### config.mk
export PLATFORM = sky130hd
export DESIGN_NAME = fully_associative_lru_tag_store_flat
export DESIGN_NICKNAME = d
export VERILOG_FILES = /design/src/falru_pkg.sv /design/src/falru_if.sv /design/src/fully_associative_lru_tag_store.sv /design/src/falru_cell.sv /design/src/flat_wrapper.sv
export SDC_FILE = /design/constraint.sdc
export NUM_CORES = 1
export LEC_CHECK = 0
export BUFFER_PORTS_ARGS = -buffer_cell sky130_fd_sc_hd__buf_2
export CORE_MARGIN = 8
export CORE_UTILIZATION = 45
export CTS_CLUSTER_DIAMETER = 40
export DETAILED_ROUTE_END_ITERATION = 10
export HOLD_SLACK_MARGIN = 0.06
export SYNTH_ARGS = -nofsm -noshare
export SYNTH_HDL_FRONTEND = slang
export SYNTH_SLANG_ARGS = --single-unit
### constraint.sdc
create_clock -name clk -period 20.9 [get_ports clk]
set_input_delay 1.045 -clock clk [delete_from_list [all_inputs] [get_ports clk]]
set_output_delay 1.045 -clock clk [all_outputs]
set_load 0.05 [all_outputs]
### src/falru_pkg.sv
// Package for the fully associative LRU tag store: sizes, register codes,
// the controller state type and the structs passed between the top level and its cells.
// No dependencies.
`default_nettype none

package falru_pkg;

  localparam int LINES     = 16;
  localparam int ADDR_BITS = 32;

  localparam int ADDRESS_W   = 32;
  localparam int LINE_IDX_W  = 4;
  localparam int TOTAL_W     = 32;
  localparam int OFFSET_W    = 4;
  localparam int CFG_INDEX_W = 4;
  localparam int CFG_DATA_W  = 4;

  localparam int SEL_W  = (LINES > 1) ? $clog2(LINES) : 1;
  localparam int RANK_W = SEL_W;

  typedef logic [ADDR_BITS-1:0] tag_t;
  typedef logic [RANK_W-1:0]    rank_t;

  typedef enum logic [CFG_INDEX_W-1:0] {
    REG_OFFSET_BITS = CFG_INDEX_W'(0),
    REG_LRU_MODE    = CFG_INDEX_W'(1)
  } cfg_reg_t;

  localparam logic [OFFSET_W-1:0] OFFSET_BITS_RESET = OFFSET_W'(2);
  localparam logic                LRU_MODE_RESET    = 1'b1;

  typedef enum logic {
    STATE_IDLE,
    STATE_LOOKUP
  } state_t;

  // Priority chain handed from one cell to the next.
  typedef struct packed {
    logic hit;   // a lower cell already matched
    logic free;  // a lower cell is already free
  } chain_t;

  // Lookup outcome, broadcast to every cell.
  typedef struct packed {
    logic any_hit;
    logic any_free;
    logic lru_mode;
  } decide_t;

  // Update strobe and recency data, broadcast to every cell.
  typedef struct packed {
    logic  commit;
    logic  touch;
    logic  write_tag;
    logic  was_valid;
    rank_t old_rank;
  } update_t;

  // What a cell reports back.
  typedef struct packed {
    logic  sel;
    rank_t rank;
  } status_t;

endpackage

`default_nettype wire

### src/falru_if.sv
// Valid/ready channel interfaces for request and result beats.
// Depends on falru_pkg for field widths.
`default_nettype none

interface falru_req_if;
  logic                             valid;
  logic                             ready;
  logic [falru_pkg::ADDRESS_W-1:0]  address;

  modport source(output valid, output address, input ready);
  modport sink(input valid, input address, output ready);
endinterface

interface falru_rsp_if;
  logic                              valid;
  logic                              ready;
  logic                              hit;
  logic                              filled;
  logic                              evicted;
  logic [falru_pkg::LINE_IDX_W-1:0]  line_index;
  logic [falru_pkg::TOTAL_W-1:0]     hit_total;
  logic [falru_pkg::TOTAL_W-1:0]     replacement_total;

  modport source(output valid, output hit, output filled, output evicted,
                 output line_index, output hit_total, output replacement_total,
                 input ready);
  modport sink(input valid, input hit, input filled, input evicted,
               input line_index, input hit_total, input replacement_total,
               output ready);
endinterface

`default_nettype wire

### src/fully_associative_lru_tag_store.sv
// Fully associative tag store with LRU replacement, one result beat per request.
// The tag is registered when the request beat is accepted; the lookup and update then commit
// from the LOOKUP state into the result register, which drives the result beat.
// A new request is taken only in IDLE, once the row's shared lookup-and-update has committed.
// A stalled result holds the lookup cycle until the result register drains.
// Synchronous active-high reset clears valid bits, ranks, counters and restores
// offset_bits to 2 and lru_mode to 1; tags are left as they are.
`default_nettype none

module fully_associative_lru_tag_store (
  input  wire logic                                 clk,
  input  wire logic                                 rst,
  falru_req_if.sink                                 req,
  falru_rsp_if.source                               rsp,
  input  wire logic                                 cfg_write,
  input  wire logic [falru_pkg::CFG_INDEX_W-1:0]    cfg_index,
  input  wire logic [falru_pkg::CFG_DATA_W-1:0]     cfg_data
);

  // Configuration registers.
  logic [falru_pkg::OFFSET_W-1:0] offset_bits;
  logic                           lru_mode;

  always_ff @(posedge clk) begin
    if (rst) begin
      offset_bits <= falru_pkg::OFFSET_BITS_RESET;
      lru_mode    <= falru_pkg::LRU_MODE_RESET;
    end else if (cfg_write) begin
      unique case (cfg_index)
        falru_pkg::REG_OFFSET_BITS: offset_bits <= cfg_data[falru_pkg::OFFSET_W-1:0];
        falru_pkg::REG_LRU_MODE:    lru_mode    <= cfg_data[0];
        default: ;
      endcase
    end
  end

  // Controller: IDLE takes a request and registers its tag, LOOKUP
  // resolves the row and commits once the result register can take the beat.
  falru_pkg::state_t state;
  falru_pkg::state_t state_next;
  falru_pkg::tag_t   tag;
  logic              commit;

  logic                      out_valid;
  logic                      out_hit;
  logic                      out_filled;
  logic                      out_evicted;
  logic [falru_pkg::LINE_IDX_W-1:0] out_line_index;
  logic [falru_pkg::TOTAL_W-1:0]    hit_counter;
  logic [falru_pkg::TOTAL_W-1:0]    replace_counter;

  always_comb begin
    state_next = state;
    req.ready  = 1'b0;
    commit     = 1'b0;
    unique case (state)
      falru_pkg::STATE_IDLE: begin
        req.ready = 1'b1;
        if (req.valid) begin
          state_next = falru_pkg::STATE_LOOKUP;
        end
      end
      falru_pkg::STATE_LOOKUP: begin
        commit = !out_valid || rsp.ready;
        if (commit) begin
          state_next = falru_pkg::STATE_IDLE;
        end
      end
      default: state_next = falru_pkg::STATE_IDLE;
    endcase
  end

  always_ff @(posedge clk) begin
    if (rst) begin
      state <= falru_pkg::STATE_IDLE;
    end else begin
      state <= state_next;
    end
  end

  // The tag is the address, kept to ADDR_BITS, shifted right by offset_bits.
  always_ff @(posedge clk) begin
    if (req.valid && req.ready) begin
      tag <= falru_pkg::tag_t'(req.address) >> offset_bits;
    end
  end

  // Row of cells. The hit and free priority chains ripple from line 0 upward,
  // so the lowest matching or lowest free line wins.
  falru_pkg::chain_t  chain [falru_pkg::LINES+1];
  falru_pkg::status_t status [falru_pkg::LINES];
  falru_pkg::decide_t decide;
  falru_pkg::update_t update;
  logic [falru_pkg::LINES-1:0] sel_vec;

  assign chain[0] = '0;

  for (genvar i = 0; i < falru_pkg::LINES; i++) begin : g_cell
    falru_cell u_cell (
      .clk       (clk),
      .rst       (rst),
      .tag       (tag),
      .chain_in  (chain[i]),
      .chain_out (chain[i+1]),
      .decide    (decide),
      .update    (update),
      .status    (status[i])
    );
    assign sel_vec[i] = status[i].sel;
  end

  logic                   any_hit;
  logic                   any_free;
  logic                   filled;
  logic                   evicted;
  falru_pkg::rank_t       old_rank;
  logic [falru_pkg::SEL_W-1:0] sel_idx;

  always_comb begin
    any_hit  = chain[falru_pkg::LINES].hit;
    any_free = chain[falru_pkg::LINES].free;
    decide.any_hit  = any_hit;
    decide.any_free = any_free;
    decide.lru_mode = lru_mode;

    // A miss with every line occupied fills only in LRU mode, and then the
    // victim is the one line holding the largest rank.
    filled  = !any_hit && (any_free || lru_mode);
    evicted = !any_hit && !any_free;

    // At most one line is selected, so OR-reduction acts as a mux and encoder.
    old_rank = '0;
    sel_idx  = '0;
    for (int i = 0; i < falru_pkg::LINES; i++) begin
      if (sel_vec[i]) begin
        old_rank = old_rank | status[i].rank;
        sel_idx  = sel_idx | falru_pkg::SEL_W'(i);
      end
    end

    update.commit    = commit;
    update.touch     = any_hit || filled;
    update.write_tag = !any_hit;
    // The touched line was already valid on a hit or an eviction, not on a fill of a free line.
    update.was_valid = any_hit || !any_free;
    update.old_rank  = old_rank;
  end

  // Saturating counters and the result register.
  always_ff @(posedge clk) begin
    if (rst) begin
      hit_counter     <= '0;
      replace_counter <= '0;
      out_valid       <= 1'b0;
    end else begin
      if (commit) begin
        out_valid <= 1'b1;
        if (any_hit && !(&hit_counter)) begin
          hit_counter <= hit_counter + 1'b1;
        end
        if (evicted && !(&replace_counter)) begin
          replace_counter <= replace_counter + 1'b1;
        end
      end else if (rsp.ready) begin
        out_valid <= 1'b0;
      end
    end
  end

  always_ff @(posedge clk) begin
    if (commit) begin
      out_hit        <= any_hit;
      out_filled     <= filled;
      out_evicted    <= evicted;
      out_line_index <= (any_hit || filled) ? falru_pkg::LINE_IDX_W'(sel_idx) : '0;
    end
  end

  assign rsp.valid             = out_valid;
  assign rsp.hit               = out_hit;
  assign rsp.filled            = out_filled;
  assign rsp.evicted           = out_evicted;
  assign rsp.line_index        = out_line_index;
  assign rsp.hit_total         = hit_counter;
  assign rsp.replacement_total = replace_counter;

  // No two lines may be chosen for the same request.
  assert property (@(posedge clk) disable iff (rst) $onehot0(sel_vec))
    else $error("more than one line selected");

  // A committed lookup always shows up as a result beat in the next cycle.
  assert property (@(posedge clk) disable iff (rst) commit |=> rsp.valid)
    else $error("committed lookup produced no result beat");

  // A hit never writes a line, and an eviction never coincides with a hit.
  assert property (@(posedge clk) disable iff (rst)
    rsp.valid |-> !(rsp.hit && (rsp.filled || rsp.evicted)))
    else $error("hit reported together with fill or eviction");

  // A miss with a free line is never reported as an eviction.
  assert property (@(posedge clk) disable iff (rst)
    (commit && any_free && !any_hit) |=> !rsp.evicted)
    else $error("eviction reported while a line was free");

endmodule

`default_nettype wire

### src/falru_cell.sv
// One line of the tag store: tag, valid bit and recency rank, with its own
// compare and its link in the first-hit / first-free priority chain. Uses falru_pkg.
`default_nettype none

module falru_cell (
  input  wire logic                clk,
  input  wire logic                rst,
  input  wire falru_pkg::tag_t     tag,
  input  wire falru_pkg::chain_t   chain_in,
  output falru_pkg::chain_t        chain_out,
  input  wire falru_pkg::decide_t  decide,
  input  wire falru_pkg::update_t  update,
  output falru_pkg::status_t       status
);

  falru_pkg::tag_t  line_tag;
  logic             line_valid;
  falru_pkg::rank_t line_age_rank;

  logic match;
  logic free;
  logic is_lru;
  logic sel;

  always_comb begin
    match  = line_valid && (line_tag == tag);
    free   = !line_valid;
    is_lru = line_valid &&
             (line_age_rank == falru_pkg::RANK_W'(falru_pkg::LINES - 1));
    chain_out.hit  = chain_in.hit || match;
    chain_out.free = chain_in.free || free;
    priority if (decide.any_hit) begin
      sel = match && !chain_in.hit;
    end else if (decide.any_free) begin
      sel = free && !chain_in.free;
    end else begin
      sel = decide.lru_mode && is_lru;
    end
    status.sel  = sel;
    status.rank = line_age_rank;
  end

  always_ff @(posedge clk) begin
    if (rst) begin
      line_valid    <= 1'b0;
      line_age_rank <= '0;
    end else if (update.commit && update.touch) begin
      if (sel) begin
        line_valid    <= 1'b1;
        line_age_rank <= '0;
      end else if (line_valid &&
                   (!update.was_valid || line_age_rank < update.old_rank)) begin
        line_age_rank <= line_age_rank + 1'b1;
      end
    end
  end

  // Tags need no reset; a line's tag is only compared while it is valid.
  always_ff @(posedge clk) begin
    if (update.commit && update.touch && update.write_tag && sel) begin
      line_tag <= tag;
    end
  end

endmodule

`default_nettype wire
### src/flat_wrapper.sv
// flat-port wrapper written by rule: the top's interface ports become plain ports
module fully_associative_lru_tag_store_flat 
  (clk, rst, cfg_write, cfg_index, cfg_data, req_valid, req_address, req_ready, rsp_valid, rsp_hit, rsp_filled, rsp_evicted, rsp_line_index, rsp_hit_total, rsp_replacement_total, rsp_ready);
  falru_req_if req_i ();
  falru_rsp_if rsp_i ();
  input  wire logic clk;
  input  wire logic rst;
  input  wire logic cfg_write;
  input  wire logic [falru_pkg::CFG_INDEX_W-1:0] cfg_index;
  input  wire logic [falru_pkg::CFG_DATA_W-1:0] cfg_data;
  input wire logic [$bits(req_i.valid)-1:0] req_valid;
  input wire logic [$bits(req_i.address)-1:0] req_address;
  output wire logic [$bits(req_i.ready)-1:0] req_ready;
  output wire logic [$bits(rsp_i.valid)-1:0] rsp_valid;
  output wire logic [$bits(rsp_i.hit)-1:0] rsp_hit;
  output wire logic [$bits(rsp_i.filled)-1:0] rsp_filled;
  output wire logic [$bits(rsp_i.evicted)-1:0] rsp_evicted;
  output wire logic [$bits(rsp_i.line_index)-1:0] rsp_line_index;
  output wire logic [$bits(rsp_i.hit_total)-1:0] rsp_hit_total;
  output wire logic [$bits(rsp_i.replacement_total)-1:0] rsp_replacement_total;
  input wire logic [$bits(rsp_i.ready)-1:0] rsp_ready;
  assign req_i.valid = req_valid;
  assign req_i.address = req_address;
  assign req_ready = req_i.ready;
  assign rsp_valid = rsp_i.valid;
  assign rsp_hit = rsp_i.hit;
  assign rsp_filled = rsp_i.filled;
  assign rsp_evicted = rsp_i.evicted;
  assign rsp_line_index = rsp_i.line_index;
  assign rsp_hit_total = rsp_i.hit_total;
  assign rsp_replacement_total = rsp_i.replacement_total;
  assign rsp_i.ready = rsp_ready;
  fully_associative_lru_tag_store u_core (.clk(clk), .rst(rst), .req(req_i), .rsp(rsp_i), .cfg_write(cfg_write), .cfg_index(cfg_index), .cfg_data(cfg_data));
endmodule
==> results of run 1 <==
## cell families (layout without fill, tap and decap cells)
kind of cell    Yosys count  after routing  synth area share [%]
compound gates          392            392                 7.420
buf+inv                 222            479                 3.050
simple gates           1194           1194                 18.18
flops                   702            702                 54.33
mux                      60             60                 2.178
xor+xnor                515            515                 12.54
fa+ha+maj                66             66                 2.293
## per-layer routing
layer,vias up,share of wire (%)
met5,-,0
met2,1248,46
met1,13250,44
li1,12170,-
met4,0,2.9
met3,225,7.3
## power by group
group	total [mW]	leakage, nW	internal (mW)	switching, mW
Combinational	0.253	5.91	0.0746	0.178
Clock	1.81	1.79	1.12	0.693
Sequential	1.53	6.20	1.53	0.00851
## state kept, by name, summed over array words and instances (netlist names), 4 cells and up
name,cells
u_core.g_cell.u_cell.line_tag,512
u_core.rsp.line_index,4
u_core.tag,32
u_core.g_cell.u_cell.line_valid,16
u_core.g_cell.u_cell.line_age_rank,64
u_core.offset_bits,4
u_core.rsp.replacement_total,32
u_core.rsp.hit_total,32
## final timing paths
path                                                                 end  slack (ns)
setup / recovery  u_core.g_cell[14].u_cell.line_age_rank[2]$_SDFFE_PP0P_       13.10
setup reg to reg  u_core.g_cell[14].u_cell.line_age_rank[2]$_SDFFE_PP0P_       13.10
hold / removal                      u_core.rsp.hit_total[1]$_SDFFE_PP0P_        0.49
hold reg to reg                     u_core.rsp.hit_total[1]$_SDFFE_PP0P_        0.49
## layout make-up
type	instances	area, um2
clock inverter	79	885.9
sequential	702	19570
inverter	83	311.5
timing repair buffer	194	1166
fill	6928	37660
tap	1050	1314
multi-input combinational	2227	15410
clock buffer	123	2809
## Yosys cell counts, types with 8 or more instances
cell type	count	area [um2]
o22ai_1	11	68.82
nor2b_1	26	162.7
buf_6	8	90.09
nand2_1	180	675.7
and3_1	41	256.5
xnor2_1	354	3100
a211oi_1	8	60.06
mux4_2	14	315.3
buf_4	52	390.4
ha_1	66	825.8
o21ai_0	81	405.4
or4_1	21	157.7
xor2_1	160	1401
nand4b_1	10	87.58
clkbuf_1	65	244.0
a31oi_1	15	93.84
nor2_1	196	735.7
a22oi_1	10	75.07
o31ai_1	14	105.1
o21ai_1	8	40.04
or2_2	12	75.07
buf_2	8	40.04
nor4b_1	10	87.58
nor3b_1	13	97.59
nor3_1	78	390.4
mux2i_1	39	390.4
nand4_1	194	1214
o21a_1	13	97.59
and4_1	16	140.1
nand2b_1	109	681.9
edfxtp_1	551	16550
o2bb2ai_1	8	70.07
inv_1	81	304.0
o211ai_1	19	142.6
o2111ai_1	15	131.4
and2_1	9	56.30
a221oi_1	11	96.34
a21oi_1	98	490.5
or4b_1	8	80.08
nor4_1	83	519.3
dfxtp_1	151	3023
or3_1	35	219.0
nand3_1	123	615.6
## stage by stage
step | instance area, um2 | cells
after floorplan | 36020 | 3151
after CTS | 41470 | 4458
after detailed placement | 37780 | 4256
after global routing | 41470 | 4458
after global placement | 37780 | 4256
final | 41470 | 4458
## worst max-delay path, stage by stage, from the launching register on
cell	delay [ns]
edfxtp_1	0.32
buf_4	0.47
xor2_1	0.17
nor4_1	0.29
or4b_1	0.46
or4_1	0.55
o311ai_2	0.58
or3_4	0.27
or3_1	0.48
o21ai_0	0.60
nand2_1	0.19
o21ai_0	0.10
a221oi_1	0.25
nand3_1	0.13
a2111oi_2	0.77
buf_4	0.33
ha_1	0.25
o21ai_0	0.19
nand2b_1	0.08
a21oi_1	0.14
nor2_1	0.06
o21ai_1	0.14
nand3_1	0.19
or4b_1	0.51
a21oi_1	0.15
==> metrics.md, run 1 <==
| Metric | Value |
|---|---|
| Slew Limit Fails | `0` |
| Routed Antenna Nets | `0` |
| GR peak layer | `met2` |
| First drt pass iteration count | `6` |
| Yosys Warn Count | `0` |
| Clk pin slew, worst setup/hold paths | `0.05 ns` |
| Hpwl dp | `70.23 mm` |
| Vias in the first global route | `26,360` |
| Worst r2r src | `u_core.tag[23]$_DFFE_PP_` |
| CP Class | `reg -> reg` |
| Synth Flop Type | `edfxtp_1` |
| GPL Wtd Cong | `0.9630` |
| Post-route core utilization | `52.41%` |
| Clock Path Buffers | `3` |
| Static leakage | `13.90 nW` |
| Seq cells post-synth | `702` |
| Met1 Usage GRT | `32.16%` |
| Final WS setup | `13.10 ns` |
| Pin count of the biggest net entering global routing | `94` |
| Initial drt markers | `2,697` |
| Depth of the CTS H-tree | `3` |
| Setup tns final | `0 ns` |
| Antenna violations before repair | `0` |
| Max_slew headroom | `14.62%` |
| Final net count | `3,426` |
| TritonCTS Buffers | `107` |
| Clock sink count | `702` |
| Core area | `79,130 um2` |
| Max Clk Rate | `128.2 MHz` |
| Hold Path Class | `reg -> reg` |
| Max cap viols | `0` |
| CP Launch Type | `flip-flop` |
| Syn Inst Count | `3,151` |
| Share of layout cells above drive strength 1 | `13.06%` |
| WHS Path Cells | `2` |
| Count of buffers from port buffering | `117` |
| Postcts setup bufs | `0` |
| Met2 usage | `37.15%` |
| Clock skew | `0.04399 ns` |
| DP Worst Slack | `13.18 ns` |
| Hold Startpoint | `u_core.rsp.hit_total[1]$_SDFFE_PP0P_` |
| Final Cycle Share | `37.33%` |
| Via-to-Cell Ratio | `6.032` |
| Tmin final | `7.802 ns` |
| Synth Area per Inst | `11.43 um2` |
| Synthesized cell area | `36,020 um2` |
| Syn Nets | `3,262` |
| I/O pin count | `118` |
| Worst skew pair latency | `0.67 ns` |
| Crit path max fanout | `35` |
| Status | `complete, no violations` |
| CTS resizes | `0` |
| Asr flop ratio synth | `0%` |
| Pwr Total | `3.600 mW` |
| Root Driver | `clkbuf_16` |
| Crit path launch | `u_core.tag[23]$_DFFE_PP_` |
| Met3 global-route usage | `3.817%` |
| Cts hold-fix bufs | `0` |
| Crit path capture type | `flip-flop` |
| CTS tree | `done` |
| Post-route DRC | `0` |
| Antenna diode count | `0` |
| VDD IR max | `0.08441 mV` |
| Synth unique cells | `93` |
| GR Util All Layers | `23.21%` |
| Final WL | `107.7 mm` |
| Setup Viol. Count Final | `0` |
| Effective utilization at floorplan | `45.52%` |
| Final hold vios | `0` |
| First-pass GRT wire length | `161.7 mm` |
| R2r worst-path depth | `24` |
| Critical Path RT | `21.48 ns` |
| Die area | `89,350 um2` |
| Unrepaired setup endpoints after global routing | `no` |
| Hold WS | `0.4947 ns` |
| Via count | `26,890` |
| Area added between synthesis and finish | `15.14%` |
| Leading cell type in the layout, fill and taps excluded | `edfxtp_1` |
| Wire length per cell | `24.15 um` |
| Die extent in x | `298.9 um` |
| PwrDens | `86.82 nW/um2` |
| Commonest non-fill, non-tap cells in the layout | `edfxtp_1 (551), xnor2_1 (354), nand4_1 (194), nor2_1 (191), nand2_1 (180)` |
| Post-synth EDFFs | `551` |
| Crit path DAT | `8.38 ns` |
| Remaining Overflow, GRT | `0` |
| Die H | `298.9 um` |
| FP Rows | `103` |
| Slew @ Worst Pin | `1.267 ns` |
| Seq/Total Area, Yosys | `54.33%` |
Power figures use the tool's default switching activity.
==> run 2: changes to the inputs <==
Clock period 20.9 ns to 6.5 ns, I/O delays scaled along.
==> run 2 against run 1 <==
Clock power grew to 3.3 times the previous value. Wire length is 3.2% higher. Worst hold slack worse by 0.37 ns. Largest power group unchanged. Sequential share of layout area is 1.2 points lower.
==> metrics.md, run 2 (same netlist as run 1, synthesis figures left out) <==
| Metric | Value |
|---|---|
| Hold Startpoint | `cfg_index[3]` |
| Core area | `79,130 um2` |
| Share of layout cells above drive strength 1 | `15.36%` |
| Setup tns final | `0 ns` |
| TritonCTS Buffers | `108` |
| Worst skew pair latency | `0.67 ns` |
| Initial drt markers | `2,445` |
| Status | `complete, no violations` |
| Worst r2r src | `u_core.tag[18]$_DFFE_PP_` |
| Commonest non-fill, non-tap cells in the layout | `edfxtp_1 (551), xnor2_1 (354), nand4_1 (194), nor2_1 (191), nand2_1 (180)` |
| Critical Path Max Stage Delay | `0.67 ns` |
| Max_slew headroom | `26.26%` |
| VDD IR max | `0.2611 mV` |
| Effective utilization at floorplan | `45.52%` |
| Largest reg by FF count | `u_core.g_cell.u_cell.line_tag` |
| Unrepaired setup endpoints after global routing | `no` |
| Crit path DAT | `6.81 ns` |
| Tmin final | `6.232 ns` |
| Top delay family on crit path | `simple AND/OR/NAND/NOR gates` |
| Die extent in x | `298.9 um` |
| Met1 wire length | `48.77 mm` |
| Final Cycle Share | `95.87%` |
| Switching pwr | `2.891 mW` |
| Switching share of total power | `24.60%` |
| Crit path max fanout | `9` |
| DP Worst Slack | `0.3103 ns` |
| Slowest cell on the critical path | `nor4_2` |
| Final WL | `111.1 mm` |
| Area added between synthesis and finish | `18.10%` |
| WHS Path Cells | `4` |
| Pwr Total | `11.75 mW` |
| Hold Path Class | `in -> reg` |
| Via-to-Cell Ratio | `5.924` |
| Max cap viols | `0` |
| CTS tree | `done` |
| DR WL met3 | `7.151 mm` |
| Post-route DRC | `0` |
| Final hold vios | `0` |
| P_int | `8.861 mW` |
| FP Rows | `103` |
| Most used cell, CP | `buf_4` |
| Slew @ Worst Pin | `1.105 ns` |
| Pin count of the biggest net entering global routing | `97` |
| Static leakage | `14.46 nW` |
| Count of buffers from port buffering | `117` |
| Setup Viol. Count Final | `0` |
| Crit path capture type | `flip-flop` |
| First-pass GRT wire length | `168.2 mm` |
| Clock Path Buffers | `3` |
| Vias in the first global route | `27,050` |
| Combinational share of power | `7.4%` |
| Antenna violations before repair | `2` |
| WP buf/inv | `2` |
| Final WS setup | `0.2684 ns` |
| Number of cells on the critical path | `21` |
| R2r worst-path depth | `21` |
| End of the worst register-to-register path | `u_core.g_cell[7].u_cell.line_age_rank[2]$_SDFFE_PP0P_` |
| I/O pin count | `118` |
| Hold EP | `u_core.offset_bits[0]$_SDFFE_PP0P_` |
| First drt pass iteration count | `7` |
| Clk pin slew, worst setup/hold paths | `0.06 ns` |
| CP Class | `reg -> reg` |
| GR Util All Layers | `24.11%` |
| PwrDens | `276.3 nW/um2` |
| Max reg flops | `512` |
| Slew Limit Fails | `0` |
| Max Clk Rate | `160.5 MHz` |
| Clock power share | `50.5%` |
| Die area | `89,350 um2` |
| Critical Path RT | `7.07 ns` |
| Depth of the CTS H-tree | `3` |
| Root Driver | `clkbuf_16` |
| Clock sink count | `702` |
| Final net count | `3,520` |
| Leading cell type in the layout, fill and taps excluded | `edfxtp_1` |
| WL met2 | `51.90 mm` |
| Wire length per cell | `24.41 um` |
| Die H | `298.9 um` |
| Routed Antenna Nets | `0` |
| Hpwl dp | `76.59 mm` |
| CP Launch Type | `flip-flop` |
| Sequential power share | `42.1%` |
| R2R Setup Slk | `0.27 ns` |
| Biggest regs | `u_core.g_cell.u_cell.line_tag: 512 flops, u_core.g_cell.u_cell.line_age_rank: 64 flops` |
| Clock skew | `0.02925 ns` |
| Post-route core utilization | `53.76%` |
| CP Cell Sequence | `buf_4 -> xor2_1 -> nor4_1 -> nand4b_1 -> or3_1 -> nor4_2 -> or2_2 -> nor3_1 -> a31oi_1 -> nor2_1 -> buf_4 -> a222oi_1 -> nand3_1 -> a221oi_1 -> and3_1 -> ha_1 -> a211o_1 -> o311ai_1 -> nand2b_1 -> or4_1 -> a21oi_1` |
| Remaining Overflow, GRT | `0` |
| Highest Signal Layer | `met4` |
| Via count | `26,980` |
| GPL Wtd Cong | `0.9116` |
## run 2: cell count changes in the layout (fill, tap and decap cells not counted), moves of 3 or more
cell	before	now
inv_6	16	13
inv_8	7	4
buf_4	78	144
clkinv_2	15	11
clkinv_4	8	21
buf_12	0	17
dlygate4sd3_1	0	9
## run 2: timing repair
action                                  4_1_cts  5_1_grt
hold buffers                                  9        0
buffers inserted                              0        8
gates resized for setup                       0        5
hold endpoints to repair                      8        0
endpoints found under the setup margin        0       30
## run 2: worst reg2reg max path, stage by stage (launching register included)
cell and delay (ns):
edfxtp_1 0.50, buf_4 0.23, xor2_1 0.19, nor4_1 0.29, nand4b_1 0.13, or3_1 0.39
nor4_2 0.67, or2_2 0.27, nor3_1 0.07, a31oi_1 0.23, nor2_1 0.13, buf_4 0.19
a222oi_1 0.32, nand3_1 0.14, a221oi_1 0.23, and3_1 0.35, ha_1 0.29, a211o_1 0.29
o311ai_1 0.53, nand2b_1 0.13, or4_1 0.42, a21oi_1 0.15
## run 2: layout make-up
type                            instances  area (um2)
Fill cell                            6831       36590
Sequential cell                       702       19570
Clock buffer                          119        2774
Antenna cell                            1       2.502
Tap cell                             1050        1314
Clock inverter                         85       999.7
Timing Repair Buffer                  287        2103
Multi-Input combinational cell       2227       15460
Inverter                               83       311.5
## run 2: power groups by stage
stage | clock [mW] | sequential, mW | combinational, mW
after floorplan | 0 | 5.05 | 0.503
after global placement | 0 | 5.04 | 0.838
after detailed placement | 0 | 5.04 | 0.845
after CTS | 6.03 | 4.95 | 0.851
after global routing | 6.21 | 4.94 | 0.925
final | 5.94 | 4.94 | 0.870
## run 2: how the worst max path moves through the flow
| stage | from | end |
|---|---|---|
| 2_1_floorplan | u_core.tag[23]$_DFFE_PP_ | u_core.g_cell[14].u_cell.line_age_rank[2]$_SDFFE_PP0P_ |
| 6_report | u_core.tag[18]$_DFFE_PP_ | u_core.g_cell[7].u_cell.line_age_rank[2]$_SDFFE_PP0P_ |
| 3_3_place_gp | u_core.tag[2]$_DFFE_PP_ | u_core.g_cell[5].u_cell.line_age_rank[1]$_SDFFE_PP0P_ |
| 5_1_grt | u_core.tag[23]$_DFFE_PP_ | u_core.g_cell[4].u_cell.line_age_rank[0]$_SDFFE_PP0P_ |
| 4_1_cts | u_core.tag[2]$_DFFE_PP_ | u_core.g_cell[5].u_cell.line_age_rank[1]$_SDFFE_PP0P_ |
| 3_5_place_dp | u_core.tag[2]$_DFFE_PP_ | u_core.g_cell[5].u_cell.line_age_rank[1]$_SDFFE_PP0P_ |
## run 2: metrics by stage
stage	instance area (um2)	instances	hold WS, ns
3_5_place_dp	38560	4332	0.4906
6_report	42540	4554	0.1214
2_1_floorplan	36030	3151	0.4501
4_1_cts	42420	4545	0.08342
5_1_grt	42530	4553	0.1350
3_3_place_gp	38560	4332	0.4709
## run 2: metal layers
layer / up-vias / global-route usage [%]
li1: 12360 / -
met1: 13380 / 33.29
met2: 1035 / 39.25
met3: 206 / 3.333
met4: 0 / 7.518
met5: - / 0
